[src/sv/bda_pkg.sv]
// bda_pkg: shared types and constants for the binary to decimal ascii converter
package bda_pkg;

  localparam int VALUE_BITS = 64;
  localparam int COUNT_BITS = 5;
  localparam int CHAR_BITS  = 8;

  localparam logic [CHAR_BITS-1:0] ASCII_MINUS   = 8'h2D;
  // '0' & 0xF0: high nibble of every digit character
  localparam logic [3:0]           ASCII_DIGIT_HI = 4'h3;
  localparam logic [3:0]           BCD_ADJ_MIN    = 4'd5;
  localparam logic [3:0]           BCD_ADJ_ADD    = 4'd3;

  typedef struct packed {
    logic signed [VALUE_BITS-1:0] value;
    logic [COUNT_BITS-1:0]        digit_count;
  } in_item_t;

  typedef struct packed {
    logic [CHAR_BITS-1:0] char_out;
    logic                 last;
  } out_item_t;

  typedef enum logic [2:0] {
    ST_IDLE,
    ST_CONV,
    ST_SKIP,
    ST_SIGN,
    ST_DIGIT
  } state_t;

  typedef struct packed {
    logic load;      // capture a new item
    logic shift;     // one double-dabble step
    logic dec;       // step digits_left down
    logic sel_sign;  // present the minus sign
  } ctrl_cmd_t;

  typedef struct packed {
    logic conv_last;   // final double-dabble step this cycle
    logic skip_more;   // leading zero may be dropped
    logic negative;
    logic last_digit;  // digits_left is one
  } ctrl_sts_t;

endpackage

[src/sv/binary_to_decimal_ascii.sv]
// binary_to_decimal_ascii: signed binary to ascii decimal converter, top level
//
//   channel  direction  handshake             payload
//   in       input      in_valid / in_ready   in_item_t  {value, digit_count}
//   out      output     out_valid / out_ready out_item_t {char_out, last}
//
// one item at a time: accept, then VALUE_WIDTH double-dabble steps,
// then dropping up to MAX_DIGITS-1 leading zeros (minimal mode only),
// then choose sign or digits; one character per cycle while out_ready is high
// in_ready is high only while idle; a stalled out_ready holds the current
// character and its last flag
// rst is synchronous, active high, and returns the block to idle
module binary_to_decimal_ascii
  import bda_pkg::*;
#(
  parameter int MAX_DIGITS  = 20,
  parameter int VALUE_WIDTH = 64
) (
  input  logic      clk,
  input  logic      rst,
  input  logic      in_valid,
  output logic      in_ready,
  input  in_item_t  in_data,
  output logic      out_valid,
  input  logic      out_ready,
  output out_item_t out_data
);

  ctrl_cmd_t cmd;
  ctrl_sts_t sts;

  // sequencing: idle, convert, drop zeros, sign, digits
  bda_ctrl u_ctrl (
    .clk       (clk),
    .rst       (rst),
    .in_valid  (in_valid),
    .in_ready  (in_ready),
    .out_valid (out_valid),
    .out_ready (out_ready),
    .sts       (sts),
    .cmd       (cmd)
  );

  // magnitude shifter, bcd register and character select
  bda_dpath #(
    .MAX_DIGITS  (MAX_DIGITS),
    .VALUE_WIDTH (VALUE_WIDTH)
  ) u_dpath (
    .clk      (clk),
    .rst      (rst),
    .in_data  (in_data),
    .cmd      (cmd),
    .sts      (sts),
    .out_data (out_data)
  );

endmodule

[src/sv/bda_ctrl.sv]
// bda_ctrl: sequencing state machine for the converter
module bda_ctrl
  import bda_pkg::*;
(
  input  logic      clk,
  input  logic      rst,
  input  logic      in_valid,
  output logic      in_ready,
  output logic      out_valid,
  input  logic      out_ready,
  input  ctrl_sts_t sts,
  output ctrl_cmd_t cmd
);

  state_t state, state_next;

  always_ff @(posedge clk) begin
    if (rst) begin
      state <= ST_IDLE;
    end else begin
      state <= state_next;
    end
  end

  always_comb begin
    state_next = state;
    cmd        = '0;
    in_ready   = 1'b0;
    out_valid  = 1'b0;
    unique case (state)
      ST_IDLE: begin
        in_ready = 1'b1;
        if (in_valid) begin
          cmd.load   = 1'b1;
          state_next = ST_CONV;
        end
      end
      ST_CONV: begin
        cmd.shift = 1'b1;
        if (sts.conv_last) begin
          state_next = ST_SKIP;
        end
      end
      ST_SKIP: begin
        if (sts.skip_more) begin
          cmd.dec = 1'b1;
        end else if (sts.negative) begin
          state_next = ST_SIGN;
        end else begin
          state_next = ST_DIGIT;
        end
      end
      ST_SIGN: begin
        out_valid    = 1'b1;
        cmd.sel_sign = 1'b1;
        if (out_ready) begin
          state_next = ST_DIGIT;
        end
      end
      ST_DIGIT: begin
        out_valid = 1'b1;
        if (out_ready) begin
          cmd.dec = 1'b1;
          if (sts.last_digit) begin
            state_next = ST_IDLE;
          end
        end
      end
      default: begin
        state_next = ST_IDLE;
      end
    endcase
  end

endmodule

[src/sv/bda_dpath.sv]
// bda_dpath: magnitude, double-dabble bcd register and character select
module bda_dpath
  import bda_pkg::*;
#(
  parameter int MAX_DIGITS  = 20,
  parameter int VALUE_WIDTH = 64
) (
  input  logic      clk,
  input  logic      rst,
  input  in_item_t  in_data,
  input  ctrl_cmd_t cmd,
  output ctrl_sts_t sts,
  output out_item_t out_data
);

  localparam int BCD_W = 4 * MAX_DIGITS;
  localparam int CNT_W = $clog2(VALUE_WIDTH + 1);
  localparam int DL_W  = $clog2(MAX_DIGITS + 1);
  localparam int IDX_W = (MAX_DIGITS > 1) ? $clog2(MAX_DIGITS) : 1;
  localparam logic [DL_W-1:0]  MD_DL  = DL_W'(MAX_DIGITS);
  localparam logic [CNT_W-1:0] VW_CNT = CNT_W'(VALUE_WIDTH);

  logic [VALUE_WIDTH-1:0] magnitude;
  logic [BCD_W-1:0]       bcd;
  logic [CNT_W-1:0]       bit_cnt;
  logic [DL_W-1:0]        digits_left;
  logic                   negative_flag;
  logic                   minimal_mode;

  logic [VALUE_WIDTH-1:0] raw_val;
  logic [BCD_W-1:0]       bcd_adj;
  logic [DL_W-1:0]        dl_minus1;
  logic [IDX_W-1:0]       cur_idx;
  logic [3:0]             cur_digit;

  assign raw_val = in_data.value[VALUE_WIDTH-1:0];

  // add-3 correction on every digit before the shift
  always_comb begin
    for (int i = 0; i < MAX_DIGITS; i++) begin
      if (bcd[4*i +: 4] >= BCD_ADJ_MIN) begin
        bcd_adj[4*i +: 4] = bcd[4*i +: 4] + BCD_ADJ_ADD;
      end else begin
        bcd_adj[4*i +: 4] = bcd[4*i +: 4];
      end
    end
  end

  always_ff @(posedge clk) begin
    if (rst) begin
      magnitude     <= '0;
      digits_left   <= '0;
      negative_flag <= 1'b0;
      minimal_mode  <= 1'b0;
      bit_cnt       <= '0;
    end else begin
      if (cmd.load) begin
        negative_flag <= raw_val[VALUE_WIDTH-1];
        // most negative value negates to itself, which is 2^(w-1) unsigned
        magnitude     <= raw_val[VALUE_WIDTH-1] ? (~raw_val + 1'b1) : raw_val;
        bit_cnt       <= VW_CNT;
        minimal_mode  <= (in_data.digit_count == '0);
        if (in_data.digit_count == '0 || 32'(in_data.digit_count) > MAX_DIGITS) begin
          digits_left <= MD_DL;
        end else begin
          digits_left <= DL_W'(in_data.digit_count);
        end
      end else begin
        if (cmd.shift) begin
          magnitude <= {magnitude[VALUE_WIDTH-2:0], 1'b0};
          bit_cnt   <= bit_cnt - 1'b1;
        end
        if (cmd.dec) begin
          digits_left <= digits_left - 1'b1;
        end
      end
    end
  end

  always_ff @(posedge clk) begin
    if (cmd.load) begin
      bcd <= '0;
    end else if (cmd.shift) begin
      bcd <= {bcd_adj[BCD_W-2:0], magnitude[VALUE_WIDTH-1]};
    end
  end

  assign dl_minus1 = digits_left - 1'b1;
  assign cur_idx   = dl_minus1[IDX_W-1:0];

  always_comb begin
    cur_digit = '0;
    for (int i = 0; i < MAX_DIGITS; i++) begin
      if (cur_idx == IDX_W'(i)) begin
        cur_digit = bcd[4*i +: 4];
      end
    end
  end

  assign sts.conv_last  = (bit_cnt == CNT_W'(1));
  assign sts.skip_more  = minimal_mode && (digits_left > DL_W'(1)) && (cur_digit == '0);
  assign sts.negative   = negative_flag;
  assign sts.last_digit = (digits_left == DL_W'(1));

  assign out_data.char_out = cmd.sel_sign ? ASCII_MINUS : {ASCII_DIGIT_HI, cur_digit};
  assign out_data.last     = !cmd.sel_sign && sts.last_digit;

endmodule

[config.mk]
export PLATFORM = sky130hd
export DESIGN_NAME = binary_to_decimal_ascii
export DESIGN_NICKNAME = d
export VERILOG_FILES = /design/src/sv/bda_pkg.sv /design/src/sv/binary_to_decimal_ascii.sv /design/src/sv/bda_ctrl.sv /design/src/sv/bda_dpath.sv
export SDC_FILE = /design/constraint.sdc
export NUM_CORES = 1
export LEC_CHECK = 0
export BUFFER_PORTS_ARGS = -buffer_cell sky130_fd_sc_hd__buf_4
export CAP_MARGIN = 20
export CORE_MARGIN = 3
export CORE_UTILIZATION = 35
export DETAILED_ROUTE_END_ITERATION = 12
export PLACE_DENSITY = 0.48
export RECOVER_POWER = 100
export SYNTH_ARGS = -nofsm -noshare
export SYNTH_HDL_FRONTEND = slang
export SYNTH_HIERARCHICAL = 1
export SYNTH_SLANG_ARGS = --single-unit
[constraint.sdc]
create_clock -name clk -period 5.1 [get_ports clk]
set_input_delay 0.765 -clock clk [delete_from_list [all_inputs] [get_ports clk]]
set_output_delay 0.765 -clock clk [all_outputs]
set_load 0.1 [all_outputs]
* Word-level counts from Yosys, hierarchy flattened
Cells that the tools add are included.
** Word-level totals
- Output and inout port bits :: 11
- Bits in registers :: 161
** Cells by class
- $lt $le $gt $ge :: 22
- $add $sub $neg :: 23
- Multiplexer cells :: 66
- Equal/unequal tests :: 31
- Bitwise gates (word level) :: 1
- Reductions and logical operators :: 14
** Operators by type and width (count)
- two-way mux 64 bit :: 3
- two-way mux 4 bit :: 39
- greater-or-equal comparator 4 x 3 -> 1 bit (second input constant) :: 20
- adder 4 x 2 -> 4 bit (second input constant) :: 19
- adder 64 x 1 -> 64 bit (second input constant) :: 1
- inverter 64 bit :: 1
- == test 5 x 4 -> 1 bit (second input constant) :: 8
- two-way mux 3 bit :: 8
- == test 5 x 3 -> 1 bit (second input constant) :: 4
- == test 5 bit (second input constant) :: 4
- two-way mux 5 bit :: 4
- one-hot mux 3 bit (5 select lines) :: 1
- two-way mux 7 bit :: 2
- == test 5 x 1 -> 1 bit (second input constant) :: 2
- == test 5 x 2 -> 1 bit (second input constant) :: 2
- zero test 5 bit :: 2
- != test 2 bit (second input constant) :: 5
- two-way mux 1 bit :: 8
- == test 7 x 1 -> 1 bit (second input constant) :: 1
- subtractor 7 x 1 -> 7 bit (second input constant) :: 1
- == test 3 x 2 -> 1 bit (second input constant) :: 2
- AND reduction 6 bit :: 1
- greater-than comparator 5 x 1 -> 1 bit (second input constant) :: 1
- greater-than comparator 5 bit (second input constant) :: 1
- 13 further kinds :: 17

* Longest topological paths before layout
Gate-level depths: netlist (run 1).
- Word-level depth :: 28
- Depth in mapped cells :: 20

* Hierarchy
Netlist (run 1), hierarchy kept.
** Modules (own cells, without submodules)
- bda_dpath :: instances 1, seq. area each 3163.0 sq um, area an instance 10493.8 sq um, cells an instance 1353
- bda_ctrl :: instances 1, seq. area each 60.1 sq um, area an instance 325.3 sq um, cells an instance 38

* Worst setup path after synthesis (run 1)
Ideal clock, no wire load.
- Path kind :: register -> output
- Start point :: register u_dpath.digits_left[0]
- End point :: output port out_data[4] (netlist bit)
- Path slack :: -0.032 ns
- Cell stages (with the launch flop) :: 12
- Arrival time :: 4.367 ns
- Required time :: 4.335 ns
- Buffers on the path :: 2
- Cell sequence :: dfxtp_1 clkbuf_1 inv_1 ha_1 or2_2 o32a_1 nand2b_1 clkbuf_1 o22ai_1 nor2_1 a21boi_0 o21ai_0
** RTL lines
- from (decl) :: line bda_dpath.sv:26 : logic [DL_W-1:0] digits_left;
- from (signal assigned) :: line bda_dpath.sv:66 : digits_left <= DL_W'(in_data.digit_count);
- from (signal assigned) :: line bda_dpath.sv:74 : digits_left <= digits_left - 1'b1;
- to (decl) :: line binary_to_decimal_ascii.sv:26 : output out_item_t out_data

==> impl_metrics.csv, run 1 <==
group,metric,value,unit
sta,fin_crit,4.58,ns
sta,tightest_slew,1.54,ns
final_layout,fin_cells,1807,
global_route,grt_antenna_before_repair,2,
synthesis,ys_ff_latch,161,
synthesis,synth_warnings,6,
sta,rsz0062_at_grt,"no",
floorplan,die_x,182,um
floorplan,die_h,182,um
drt,drc_errors,0,
setup_path,cp-endpoint,"u_dpath/digits_left[3]",
setup_path,critPathKind,"flip-flop to flip-flop",
sta,final.setup.tns,0,ns
sta,timing.slew.headroom,-2.61,%
setup_path,crit_start,"u_dpath/digits_left[0]",
drt,antenna_left,0,
drt,dr.first_iter.drc_count,546,
global_route,grt_util_all_layers,17.7,%
sta,setup_viol,0,
setup_path,rr_worst_depth,18,
setup_path,crit_path_start_kind,"flip-flop",
setup_path,slowest_stage,"dfxtp_1",
clocking,post_cts_resized,0,
placement,place.detailed.hpwl,20.0,mm
synthesis,async_flop_share,0,%
final_layout,final_cell_area,12100,um2
outcome,violations,"max-capacitance violations, max-slew violations",
drt,routedWlPerCell,16.1,um
global_route,grt_overflow,0,
floorplan,fp-row-count,63,
clocking,numCtsBuffers,17,
setup_path,timing.rr.start,"u_dpath/digits_left[0]",
setup_path,reg2reg_slack,0.52,ns
sta,final_max_slew_viol_count,29,
global_route,grt_max_degree,156,
sta,finalHoldViolCount,0,
drt,vias_per_cell,5.35,
placement,postPlaceCellArea,11600,um2
pwr,power.leakage,4.33,nW
setup_path,critPathCaptureType,"flip-flop",
setup_path,crit_cells,18,
setup_path,crit_family,"compound AO/OA/AOI/OAI gates",
drt,num_vias,9660,
sta,clock_skew,0.00997,ns
final_layout,layout_common_cells,"dfxtp_1 (161), nor2_1 (135), a21oi_1 (127), o21ai_0 (95), nand2_1 (86)",
outcome,outcome,"complete, but fails checks",
min_path,min_path_type,"flip-flop to flip-flop",
clocking,htreeDepth,4,
placement,placedCellCount,1775,
final_layout,layout_commonest_cell,"dfxtp_1",
final_layout,drive_above_1_share,9.81,%
global_route,grt_pass1_wl,48.4,mm
pwr,vdd_drop_max,0.446,mV
synthesis,synth_ff_type,"dfxtp_1",
synthesis,synth_edf_count,0,
floorplan,start_util,36.0,%
synthesis,synthesis.area,10800,um2
synthesis,synthCells,1391,
pwr,powerDensity,431,nW/um2
placement,portBuffers,80,
setup_path,cp_data_arrival_time,4.87,ns
sta,fin_hold_ws,0.472,ns
global_route,first_global_vias,9271,
clocking,clockBufferDepth,2,
clocking,cts_tree,"done",
setup_path,cp_max_fo,13,
clocking,clock-sinks,161,
setup_path,crit_chain,"inv_1, ha_1, or2_2, o32a_1, nand2b_1, buf_4, o32a_1, a211oi_1, o211ai_1, a211o_1, nor4b_1, clkbuf_1, nand2_1, a21oi_2, nand3b_1, xnor2_1, a21oi_1, nor2_1",
setup_path,cp.required,5.40,ns
final_layout,final_nets,1525,
synthesis,synth_area_per_cell,7.78,um2
clocking,hold_buffers,0,
setup_path,r2r-end,"u_dpath/digits_left[3]",
synthesis,ys_types,75,
synthesis,ys_seq_area_share,29.8,%
sta,max_freq,219,MHz
placement,gp_congestion,0.828,
run,maxCapViolations,1,
setup_path,cp_slowest_stage_delay,0.55,ns
clocking,root_buffer,"clkbuf_16",
final_layout,finish.utilization,40.3,%
clocking,clk_pin_slew,0.07,ns
sta,finalCritPeriodShare,89.7,%
floorplan,ioPinCount,84,
drt,wl,29.1,mm
floorplan,dieArea,33100,um2
setup_path,path_common_cell,"o32a_1",
final_layout,syn_to_final_growth,12.0,%
floorplan,coreArea,30000,um2
final_layout,diodes,0,
clocking,clk_latency,0.44,ns
setup_path,path_buf_inv,3,
drt,dr.pass1.iters,5,
clocking,cts_setup_buffers,0,
-- worst register-to-register path, cell delays in order, from the launching register on --
cell	delay, ns
dfxtp_1	0.55
inv_1	0.14
ha_1	0.36
or2_2	0.36
o32a_1	0.31
nand2b_1	0.15
buf_4	0.19
o32a_1	0.16
a211oi_1	0.34
o211ai_1	0.16
a211o_1	0.28
nor4b_1	0.35
clkbuf_1	0.20
nand2_1	0.09
a21oi_2	0.32
nand3b_1	0.15
xnor2_1	0.15
a21oi_1	0.16
nor2_1	0.05
-- how the worst min path moves through the flow --
stage / depth (start not counted) / to / start
after floorplan: 2 / u_dpath/bcd[23] / u_dpath/bcd[23]
after global placement: 2 / u_dpath/bcd[55] / u_dpath/bcd[55]
after detailed placement: 2 / u_dpath/bcd[23] / u_dpath/bcd[23]
after CTS: 2 / u_dpath/bcd[23] / u_dpath/bcd[23]
after global routing: 2 / u_dpath/bcd[23] / u_dpath/bcd[23]
final: 2 / u_dpath/bcd[23] / u_dpath/bcd[23]
-- synth_stat cells, drive strengths merged (28+ instances only) --
cell type / instances / area (um2)
ha: 48 / 601
a211oi: 85 / 638
xor2: 70 / 613
nand2: 86 / 323
a21oi: 129 / 649
xnor2: 33 / 289
nor2: 136 / 513
inv: 60 / 225
clkbuf: 73 / 274
o21ai: 97 / 489
dfxtp: 161 / 3220
nor3: 44 / 225
mux2i: 53 / 531
nor2b: 36 / 230
nand3: 28 / 140
-- cell type report --
cell class | count | area [um2]
inverter | 60 | 225
sequential | 161 | 3220
clock buffer | 18 | 439
multi-input combinational | 1071 | 6910
timing repair buffer | 93 | 673
tap | 390 | 488
clock inverter | 14 | 154
fill | 3126 | 17900
-- routing by layer --
layer  global-route usage (%)  vias to the layer above  wire length [um]
met2                     29.5                      170             13500
met5                        0                        -                21
met3                     4.35                       26              1410
met1                     23.0                     4481             13800
met4                     4.42                        4               359
li1                         -                     4979                 -
-- per-stage QoR --
stage	total power, mW	setup slack, ns
after global placement	3.98	0.442
after global routing	5.60	0.105
after floorplan	3.46	0.684
after detailed placement	3.98	0.397
final	5.23	0.523
after CTS	5.34	0.326
-- cell families after synthesis --
kind of cell,Yosys count,synth area share (%)
flip-flops,161,29.8
multiplexers,53,4.90
other,2,0.0694
AO/OA/AOI/OAI,429,25.3
XOR/XNOR,103,8.34
buffers and inverters,160,5.98
AND/OR/NAND/NOR,435,20.1
adder cells (fa/ha/maj),48,5.55
-- sequential cells by signal (all words and copies together) (netlist names) --
name	cells
u_dpath/bit_cnt	7
u_dpath/bcd	80
u_dpath/negative_flag	1
u_dpath/digits_left	5
u_ctrl/state	3
u_dpath/minimal_mode	1
u_dpath/magnitude	64
-- power by group --
part	leakage (nW)	switching, mW	internal, mW
clock network	0.284	0.584	0.741
registers	1.31	0.177	1.49
logic	2.73	1.48	0.756
total	4.33	2.24	2.98
(Power assumes the default switching activity.)
==> run 2, diff against run 1 <==
SYNTH_HIERARCHICAL = unset   (was 1)
==> impl_metrics.csv, run 2 <==
group,metric,value,unit
min_path,min_path_type,"flip-flop to flip-flop",
run,maxCapViolations,2,
clocking,post_cts_resized,0,
sta,tightest_slew,2.58,ns
final_layout,final_nets,1533,
synthesis,synth_ff_type,"dfxtp_1",
placement,gp_congestion,0.814,
clocking,htreeDepth,4,
setup_path,crit_path_start_kind,"flip-flop",
placement,portBuffers,80,
synthesis,synthesis.area,10500,um2
setup_path,cp_data_arrival_time,3.92,ns
sta,rsz0062_at_grt,"no",
synthesis,netlist.area_leader.share,30.8,%
final_layout,syn_to_final_growth,12.8,%
sta,clock_skew,0.0133,ns
sta,finalHoldViolCount,0,
synthesis,ys_seq_area_share,30.8,%
synthesis,ys_types,72,
pwr,power.internal,2.80,mW
pwr,powerDensity,459,nW/um2
setup_path,critPathKind,"flip-flop to output pin",
placement,placedCellCount,1777,
synthesis,synth_warnings,0,
pwr,p_seq_share,29.5,%
min_path,hp-start,"u_dpath.magnitude[3]",
clocking,clock-sinks,161,
synthesis,synth_edf_count,0,
sta,timing.slew.headroom,-71.9,%
pwr,clock_power_share,23.6,%
drt,dr.first_iter.drc_count,718,
synthesis,synth_top_family_by_area,"compound AO/OA/AOI/OAI gates",
synthesis,synthCells,1393,
setup_path,reg2reg_slack,0.89,ns
outcome,violations,"max-capacitance violations, max-slew violations",
floorplan,ioPinCount,84,
synthesis,async_flop_share,0,%
sta,final_max_slew_viol_count,96,
synthesis,synth_area_leaders,"dfxtp_1 (31%), a21oi_1 (8.0%), ha_1 (5.7%)",
min_path,whs_path_depth,2,
pwr,vdd_drop_max,0.308,mV
pwr,p_comb_share,46.9,%
synthesis,yosys.area_share.adder,5.73,%
synthesis,yosysTopAreaCell,"dfxtp_1",
final_layout,drive_above_1_share,9.40,%
synthesis,yosys-top-cells-count,"a21oi_1 (168), dfxtp_1 (161), nor2_1 (127), nand2_1 (116), o21ai_0 (109)",
global_route,grt_pass1_wl,49.9,mm
final_layout,fin_cells,1809,
final_layout,reg_top3,"u_dpath.bcd (80), u_dpath.magnitude (64), u_dpath.bit_cnt (7)",
final_layout,diodes,0,
sta,max_freq,214,MHz
min_path,hold_end,"u_dpath.magnitude[4]",
synthesis,synth_area_per_cell,7.52,um2
final_layout,layout_common_cells,"a21oi_1 (168), dfxtp_1 (161), nor2_1 (126), nand2_1 (115), o21ai_0 (109)",
drt,num_vias,9868,
floorplan,dieArea,32100,um2
final_layout,largest_reg_flops,80,
drt,antenna_left,0,
drt,wl,30.0,mm
drt,vias_per_cell,5.45,
setup_path,cp_max_fo,18,
global_route,grt_antenna_before_repair,0,
clocking,clk_latency,0.45,ns
synthesis,synth_compound_area_share,27.6,%
sta,finalCritPeriodShare,91.8,%
global_route,first_global_vias,9503,
floorplan,die_x,179,um
setup_path,timing.rr.start,"u_ctrl.state[0]",
floorplan,die_h,179,um
synthesis,yosys.area_share.simple,21.1,%
clocking,cts_setup_buffers,0,
outcome,outcome,"complete, but fails checks",
clocking,clk_pin_slew,0.07,ns
placement,place.detailed.hpwl,20.9,mm
final_layout,top_register,"u_dpath.bcd",
global_route,grt_util_all_layers,19.3,%
setup_path,rr_worst_depth,4,
floorplan,start_util,36.0,%
clocking,cts_tree,"done",
pwr,switching_share,48.3,%
synthesis,ys_ff_latch,161,
sta,fin_crit,4.68,ns
setup_path,r2r-end,"u_dpath.magnitude[48]",
drt,routedWlPerCell,16.6,um
synthesis,synthXorXnorAreaFrac,7.77,%
sta,final.setup.tns,0,ns
global_route,grt_max_degree,88,
clocking,numCtsBuffers,17,
clocking,clockBufferDepth,2,
clocking,hold_buffers,0,
sta,setup_viol,0,
floorplan,fp-row-count,62,
pwr,power.leakage,4.23,nW
synthesis,yosys.cell_count.top_type,"a21oi_1",
clocking,root_buffer,"clkbuf_16",
final_layout,layout_commonest_cell,"a21oi_1",
pwr,p_sw,2.62,mW
setup_path,critPathCaptureType,"output pin",
synthesis,synthMuxAreaShare,1.27,%
setup_path,cp.required,4.34,ns
drt,dr.pass1.iters,5,
global_route,grt_overflow,0,
floorplan,coreArea,29100,um2
drt,drc_errors,0,
==> run 2: worst max-delay path by stage <==
stage,startpoint,to
finish,u_dpath.digits_left[0],out_data[4]
global route,u_dpath.digits_left[0],out_data[4]
CTS,u_dpath.digits_left[0],out_data[4]
detailed placement,in_data[17],u_dpath.magnitude[46]
global placement,in_data[27],u_dpath.magnitude[63]
floorplan,u_ctrl.state[1],u_dpath.bcd[41]
==> run 2: kinds of logic after synthesis <==
| kind of cell | Yosys count |
|---|---|
| other | 2 |
| and+or+nand+nor | 454 |
| DFF | 161 |
| xor gates and xnor gates | 93 |
| muxes | 13 |
| AOI/OAI and AO/OA | 466 |
| buffers and inverters | 156 |
| adders and majority gates | 48 |
==> run 2: routing by layer <==
metal	track usage, %	vias up	share of wire [%]
met1	26.1	4593	49
met3	4.96	26	5.4
li1	-	5047	-
met5	0	-	0
met2	30.7	202	44
met4	4.55	0	1.1
==> run 2: cell type report <==
type                       instances  area, um2
fill                            3112      17300
multi-input combinational       1077       6650
sequential                       161       3220
timing repair buffer              94        667
tap                              384        480
clock buffer                      18        429
inverter                          61        229
clock inverter                    14        138
==> run 2: power by group through the flow <==
stage	Sequential (mW)	Clock [mW]	Combinational, mW
global placement	1.63	0	2.58
floorplan	1.55	0	1.93
detailed placement	1.63	0	2.60
finish	1.60	1.28	2.55
global route	1.63	1.38	2.80
CTS	1.60	1.32	2.60
==> run 2: metrics by stage <==
stage | setup WS (ns) | cell area [um2] | total power [mW] | hold slack [ns] | util (%)
5_1_grt | 0.169 | 11800 | 5.81 | 0.482 | 40.6
2_1_floorplan | 1.13 | 10500 | 3.49 | 0.432 | -
4_1_cts | 0.597 | 11900 | 5.52 | 0.448 | 40.9
3_3_place_gp | 0.822 | 11300 | 4.21 | 0.447 | 38.9
3_5_place_dp | 0.759 | 11300 | 4.22 | 0.458 | 38.9
6_report | 0.417 | 11800 | 5.43 | 0.454 | 40.6
==> run 2: worst max-delay path, stage by stage, from the launching register on <==
cell,delay (ns)
dfxtp_1,0.49
inv_1,0.13
ha_1,0.43
nor3b_1,0.27
xnor2_1,0.57
and2_0,0.22
a222oi_1,0.10
nand4b_1,0.24
a211oi_1,0.52
nand2_1,0.12
clkbuf_2,0.39
==> run 3, diff against run 2 <==
GPL_TIMING_DRIVEN = 0   (was unset)
clock period = 6.1 ns   (was 5.1 ns; I/O delays follow)
==> impl_metrics.csv, run 3 (synthesis results as in run 2) <==
group,metric,value,unit
sta,clock_skew,0.0164,ns
final_layout,largest_reg_flops,80,
pwr,power.leakage,4.28,nW
setup_path,critPathCaptureType,"output pin",
sta,timing.slew.headroom,9.47,%
drt,dr.first_iter.drc_count,746,
global_route,grt_antenna_before_repair,0,
sta,finalCritPeriodShare,88.7,%
setup_path,critPathKind,"flip-flop to output pin",
final_layout,layout_common_cells,"a21oi_1 (168), dfxtp_1 (161), nor2_1 (127), nand2_1 (116), o21ai_0 (109)",
sta,final_max_slew_viol_count,0,
floorplan,fp-row-count,62,
sta,fin_crit,5.41,ns
setup_path,crit_path_start_kind,"flip-flop",
drt,antenna_left,0,
clocking,hold_buffers,0,
global_route,first_global_vias,9982,
drt,dr.pass1.iters,6,
final_layout,top_register,"u_dpath.bcd",
sta,finalHoldViolCount,0,
drt,drc_errors,0,
placement,gp_congestion,0.882,
sta,final.setup.tns,0,ns
clocking,cts_tree,"done",
pwr,powerDensity,395,nW/um2
sta,rsz0062_at_grt,"no",
setup_path,cp_data_arrival_time,4.50,ns
placement,place.detailed.hpwl,27.1,mm
clocking,htreeDepth,4,
sta,setup_viol,0,
final_layout,layout_commonest_cell,"a21oi_1",
global_route,grt_max_degree,18,
final_layout,syn_to_final_growth,15.4,%
drt,wl,36.2,mm
clocking,clk_pin_slew,0.07,ns
final_layout,diodes,0,
sta,tightest_slew,1.34,ns
clocking,clock-sinks,161,
drt,vias_per_cell,5.54,
clocking,numCtsBuffers,17,
floorplan,die_h,179,um
floorplan,dieArea,32100,um2
clocking,root_buffer,"clkbuf_16",
setup_path,cp_max_fo,10,
min_path,min_path_type,"flip-flop to flip-flop",
final_layout,reg_top3,"u_dpath.bcd (80), u_dpath.magnitude (64), u_dpath.bit_cnt (7)",
run,maxCapViolations,0,
floorplan,ioPinCount,84,
floorplan,start_util,36.0,%
placement,portBuffers,80,
setup_path,cp.required,5.18,ns
pwr,total_power,4.77,mW
final_layout,final_nets,1614,
drt,routedWlPerCell,19.1,um
clocking,clk_latency,0.44,ns
clocking,clockBufferDepth,2,
final_layout,drive_above_1_share,8.10,%
clocking,cts_setup_buffers,0,
pwr,vdd_drop_max,0.331,mV
clocking,post_cts_resized,0,
global_route,grt_util_all_layers,22.6,%
global_route,grt_overflow,0,
floorplan,coreArea,29100,um2
drt,num_vias,10500,
outcome,outcome,"finished, final reports clean",
sta,max_freq,185,MHz
floorplan,die_x,179,um
global_route,grt_pass1_wl,56.4,mm
## run 3: metrics by stage
step                      hold slack (ns)  setup WS, ns  utilization [%]  instances  cell area [um2]
after floorplan                     0.432          2.03                -       1394            10500
after global placement              0.461          1.40             39.8       1858            11600
after detailed placement            0.455          1.44             39.8       1858            11600
after CTS                           0.462          1.30             41.7       1890            12100
after global routing                0.478         0.575             41.6       1890            12100
final                               0.469         0.687             41.6       1890            12100
## run 3: path summary, 6_finish.rpt
path | startpoint | to | slack [ns] | depth (start not counted)
worst min register to register | u_dpath.magnitude[3] | u_dpath.magnitude[4] | 0.47 | 2
worst max-delay path | u_dpath.digits_left[0] | out_data[2] | 0.69 | 9
worst max register to register | u_dpath.digits_left[0] | u_dpath.digits_left[4] | 1.95 | 11
worst min-delay path | u_dpath.magnitude[3] | u_dpath.magnitude[4] | 0.47 | 2
## run 3: worst max-delay path, stage by stage (launching register included)
cell and delay (ns):
dfxtp_1 0.51, inv_1 0.14, ha_1 0.21, clkbuf_1 0.19
clkbuf_1 0.29, o32ai_1 1.01, a221oi_1 0.24, a21oi_1 0.43
and2_1 0.19, clkbuf_1 0.86
## run 3: report_power, final
group | total, mW | internal (mW) | leakage, nW | switching [mW]
Clock | 1.06 | 0.544 | 0.271 | 0.521
Sequential | 1.31 | 1.20 | 1.31 | 0.108
Combinational | 2.40 | 0.633 | 2.70 | 1.77
Total | 4.77 | 2.38 | 4.28 | 2.39
## run 3: final cells by class
type / instances / area, um2
Tap cell: 384 / 480
Inverter: 61 / 229
Fill cell: 3086 / 17000
Clock buffer: 18 / 429
Multi-Input combinational cell: 1077 / 6650
Buffer: 95 / 369
Timing Repair Buffer: 80 / 571
Sequential cell: 161 / 3220
Clock inverter: 14 / 144
## run 3: per-layer routing
layer	up-vias	track usage, %	part of all wire (%)
met5	-	0	0
met4	0	4.51	1.0
met3	34	4.30	5.3
met2	257	38.5	48
met1	4987	30.0	46
li1	5201	-	-
